[config.mk]
export PLATFORM = sky130hd
export DESIGN_NAME = icms_sequencer
export DESIGN_NICKNAME = d
export VERILOG_FILES = /design/src/icms_pkg.sv /design/src/icms_sequencer.sv
export SDC_FILE = /design/constraint.sdc
export NUM_CORES = 1
export LEC_CHECK = 0
export ABC_CLOCK_PERIOD_IN_PS = 3400
export BUFFER_PORTS_ARGS = -buffer_cell sky130_fd_sc_hd__buf_2
export CAP_MARGIN = 20
export CORE_MARGIN = 10
export CORE_UTILIZATION = 30
export DETAILED_ROUTE_END_ITERATION = 7
export PLACE_DENSITY = 0.51
export SETUP_SLACK_MARGIN = 0.02
export SLEW_MARGIN = 20
export SYNTH_ARGS = -nofsm -noshare
export SYNTH_HDL_FRONTEND = slang
export SYNTH_SLANG_ARGS = --single-unit
[constraint.sdc]
create_clock -name clk -period 3.4 [get_ports clk]
set_input_delay 0.51 -clock clk [delete_from_list [all_inputs] [get_ports clk]]
set_output_delay 0.51 -clock clk [all_outputs]
set_load 0.05 [all_outputs]
[src/icms_pkg.sv]
// ============================================================================
// icms_pkg
// Shared types, control word layout and microprogram for the inversion
// count merge sort unit.
// ============================================================================
package icms_pkg;

    // Inversion counter width, wraps modulo 2^11
    localparam int INV_W = 11;

    // Step counter
    typedef logic [2:0] step_t;

    localparam step_t STEP_IDLE       = 3'd0;
    localparam step_t STEP_PASS_CHK   = 3'd1;
    localparam step_t STEP_MERGE      = 3'd2;
    localparam step_t STEP_EMIT_SETUP = 3'd3;
    localparam step_t STEP_EMIT       = 3'd4;

    // Datapath operation selected by a control word
    typedef enum logic [2:0] {
        OP_LOAD,
        OP_PASS,
        OP_MERGE,
        OP_EMIT_SETUP,
        OP_EMIT
    } op_e;

    // Jump condition
    typedef enum logic [2:0] {
        COND_ALWAYS,
        COND_START_LAST,
        COND_W_GE_N,
        COND_PASS_DONE,
        COND_EMIT_DONE
    } cond_e;

    typedef struct packed {
        logic  busy;
        op_e   op;
        cond_e cond;
        logic  hold;    // stay on this step when the condition is false
        step_t tgt;
    } ctrl_t;

    typedef struct packed {
        logic start_last;
        logic w_ge_n;
        logic pass_done;
        logic emit_done;
    } status_t;

    // Microprogram ROM
    function automatic ctrl_t ucode_word(input step_t s);
        ctrl_t w;
        unique case (s)
            STEP_IDLE:       w = '{1'b0, OP_LOAD,       COND_START_LAST, 1'b1, STEP_PASS_CHK};
            STEP_PASS_CHK:   w = '{1'b1, OP_PASS,       COND_W_GE_N,     1'b0, STEP_EMIT_SETUP};
            STEP_MERGE:      w = '{1'b1, OP_MERGE,      COND_PASS_DONE,  1'b1, STEP_PASS_CHK};
            STEP_EMIT_SETUP: w = '{1'b1, OP_EMIT_SETUP, COND_ALWAYS,     1'b0, STEP_EMIT};
            STEP_EMIT:       w = '{1'b1, OP_EMIT,       COND_EMIT_DONE,  1'b1, STEP_IDLE};
            default:         w = '{1'b1, OP_EMIT_SETUP, COND_ALWAYS,     1'b0, STEP_IDLE};
        endcase
        return w;
    endfunction

endpackage

[src/icms_sequencer.sv]
// ============================================================================
// icms_sequencer
// Step counter over the microprogram ROM with conditional jumps.
// ============================================================================
module icms_sequencer (
    input  logic              clk,
    input  logic              rst_n,
    input  icms_pkg::status_t status,
    output icms_pkg::ctrl_t   ctrl
);

    icms_pkg::step_t step_reg, step_next;
    logic            jump;

    assign ctrl = icms_pkg::ucode_word(step_reg);

    always_comb
    begin
        unique case (ctrl.cond)
            icms_pkg::COND_ALWAYS:     jump = 1'b1;
            icms_pkg::COND_START_LAST: jump = status.start_last;
            icms_pkg::COND_W_GE_N:     jump = status.w_ge_n;
            icms_pkg::COND_PASS_DONE:  jump = status.pass_done;
            icms_pkg::COND_EMIT_DONE:  jump = status.emit_done;
            default:                   jump = 1'b1;
        endcase

        priority if (jump)
        begin
            step_next = ctrl.tgt;
        end
        else if (ctrl.hold)
        begin
            step_next = step_reg;
        end
        else
        begin
            step_next = step_reg + icms_pkg::step_t'(1);
        end
    end

    always_ff @(posedge clk or negedge rst_n)
    begin
        if (!rst_n)
        begin
            step_reg <= icms_pkg::STEP_IDLE;
        end
        else
        begin
            step_reg <= step_next;
        end
    end

endmodule

==> flow_summary.toml <==
[cts]
clock_latency_ps = 230
htreeDepth = 1
cts_tree = "done"
cts.repair.resized = 0
clk_path_buf_depth = 2
numCtsBuffers = 3
post_cts_buffers = 0
root_buffer = "clkbuf_4"
cts_hold_buf = 0
clock_sinks = 3
path_clk_slew_ps = 40

[timing]
max_slew_margin_pct = 75.4
fin_skew_ps = 0.128
rsz0062_at_grt = "no"
setup_slack_ps = 1210
setup_tns_ps = 0
finalCritPeriodShare_pct = 64.5
period_needed_ps = 2190
hold_violations = 0
fmax_mhz = 456
tightest_slew_ps = 369
drv_slew = 0
setup_viol = 0

[critical_path]
cp-end-kind = "primary output"
slowest_stage = "dfrtp_1"
crit_buf_inv = 2
crit_fanout = 5
path_cells = "inv_1 -> ha_1 -> nor2b_2 -> nor2_1 -> o21ai_0 -> buf_2"
path_delay_family = "flip-flops"
start_kind = "flop"
cp.arrival_ps = 1680
r2r_cells = 6
critPathMaxStageDelay_ps = 400
r2r_setup_slack_ps = 1390
critical_path_class = "reg -> out"
r2r_start = "step_reg[0]"
r2r_end = "step_reg[0]"
cp.required_ps = 2890

[detailed_routing]
via_count = 369
drt_iter0_markers = 3
met2_length_um = 525
met3_length_um = 61
postRouteAntennaNets = 0
drc_errors = 0
viasPerCell = 4.56
highest_layer = "met3"
firstDrtPassIters = 2
m1WireLength_um = 418
post_drt_wl_per_cell_um = 12.4
wl_um = 1010

[finish]
area_delta_synth_final_pct = 22.4
antennaDiodeCount = 0
utilization_pct = 39.5
finalNonFillerCells = 81
drive_above_1_share_pct = 40.9
nFillCells = 137
largest_register_ffs = 3
final_nets = 78

[global_route]
antenna_found_initial = 0
grt_pass1_wl_um = 1770
grt_max_degree = 12
grt_pass1_vias = 411
overflow = 0
grt_use_total_pct = 6.36

[synth]
ys_ff_latch = 3
yosys_warnings = 0
synth-seq-area-share_pct = 17.6
syn_inst = 49
yosys-top-cells-count = "nor2_1, inv_1, ha_1, dfrtp_1"
synth_area_um2 = 425
synthFlopType = "dfrtp_1"
synth_most_common_cell = "nor2_1"
synth_top_area_share_pct = 17.6
synthDistinctLibCells = 23
syn_nets = 60
synth_largest_area_cell = "dfrtp_1"
async_flop_share_pct = 100
synth_edf_count = 0
netlist_top_cells_area = "dfrtp_1, ha_1, nor2_1"
syn_avg_cell_area_um2 = 8.68

[min_path]
hold_path_class = "in -> async"

[die]
dieArea_um2 = 3320
die_w_um = 57.7
die_h_um = 57.7
pin_count = 17
num_rows = 13
initial_core_util_pct = 32.3
coreArea_um2 = 1320

[run_status]
outcome = "finished clean"

[placement]
place_ws_ps = 1400
placed_cells = 77
hpwlAfterDp_um = 814
place_congestion = 0.757
place.port_buffers = 16

[flow_run]
cap_violations = 0
==> layout make-up <==
| cell class | count | area, um^2 | area share (%) |
|---|---|---|---|
| Clock buffer | 4 | 26.3 | 5.05 |
| Timing Repair Buffer | 16 | 80.1 | 15.4 |
| Multi-Input combinational cell | 36 | 294 | 56.5 |
| Inverter | 7 | 26.3 | 5.05 |
| Tap cell | 15 | 18.8 | 3.61 |
| Sequential cell | 3 | 75.1 | 14.4 |
==> how the worst max path moves through the flow <==
stage / cells after the start / start / end
after floorplan: 5 / step_reg[0] / ctrl[7]
after global placement: 6 / step_reg[0] / step_reg[0]
after detailed placement: 6 / step_reg[0] / step_reg[0]
after CTS: 6 / step_reg[1] / ctrl[7]
after global routing: 6 / step_reg[1] / ctrl[7]
final: 6 / step_reg[1] / ctrl[7]
==> stage by stage <==
step                hold slack (ps)  cell area (um^2)
finish                         68.8               520
global route                   57.9               520
CTS                            59.9               520
detailed placement              308               494
global placement                307               494
floorplan                       214               425
==> metal layers <==
layer | global-route usage, % | vias to the layer above
li1 | - | 194
met1 | 6.69 | 170
met2 | 11.5 | 5
met3 | 1.53 | 0
met4 | 3.02 | 0
met5 | 0 | -
==> cell usage in the layout, fill, tap and decap left out <==
cell type and n:
a21boi_2 1, a311oi_4 1, and2_4 1, buf_2 16, clkbuf_1 1, clkbuf_4 3, dfrtp_1 3, ha_1 5
inv_1 7, mux2_2 1, mux2_4 2, mux2i_1 1, nand2_1 2, nand3_1 1, nor2_1 11, nor2b_1 1
nor2b_2 1, nor3_1 1, o211a_4 1, o21ai_0 2, o21bai_1 1, o221ai_1 1, or4_1 1, xnor2_1 1
==> kinds of logic (layout without fill, tap and decap cells) <==
family          count (synthesis)  count (layout)  synth area share [%]
simple gates                   19              19                  21.2
buf+inv                        10              27                  13.2
compound gates                  7               7                  19.1
fa+ha+maj                       5               5                  14.7
mux                             4               4                  12.1
flops                           3               3                  17.6
xor+xnor                        1               1                  2.06
Power is left out: the tool's default activity adds up to more than one toggle a clock period on the data nets, which glitch-free logic cannot reach.
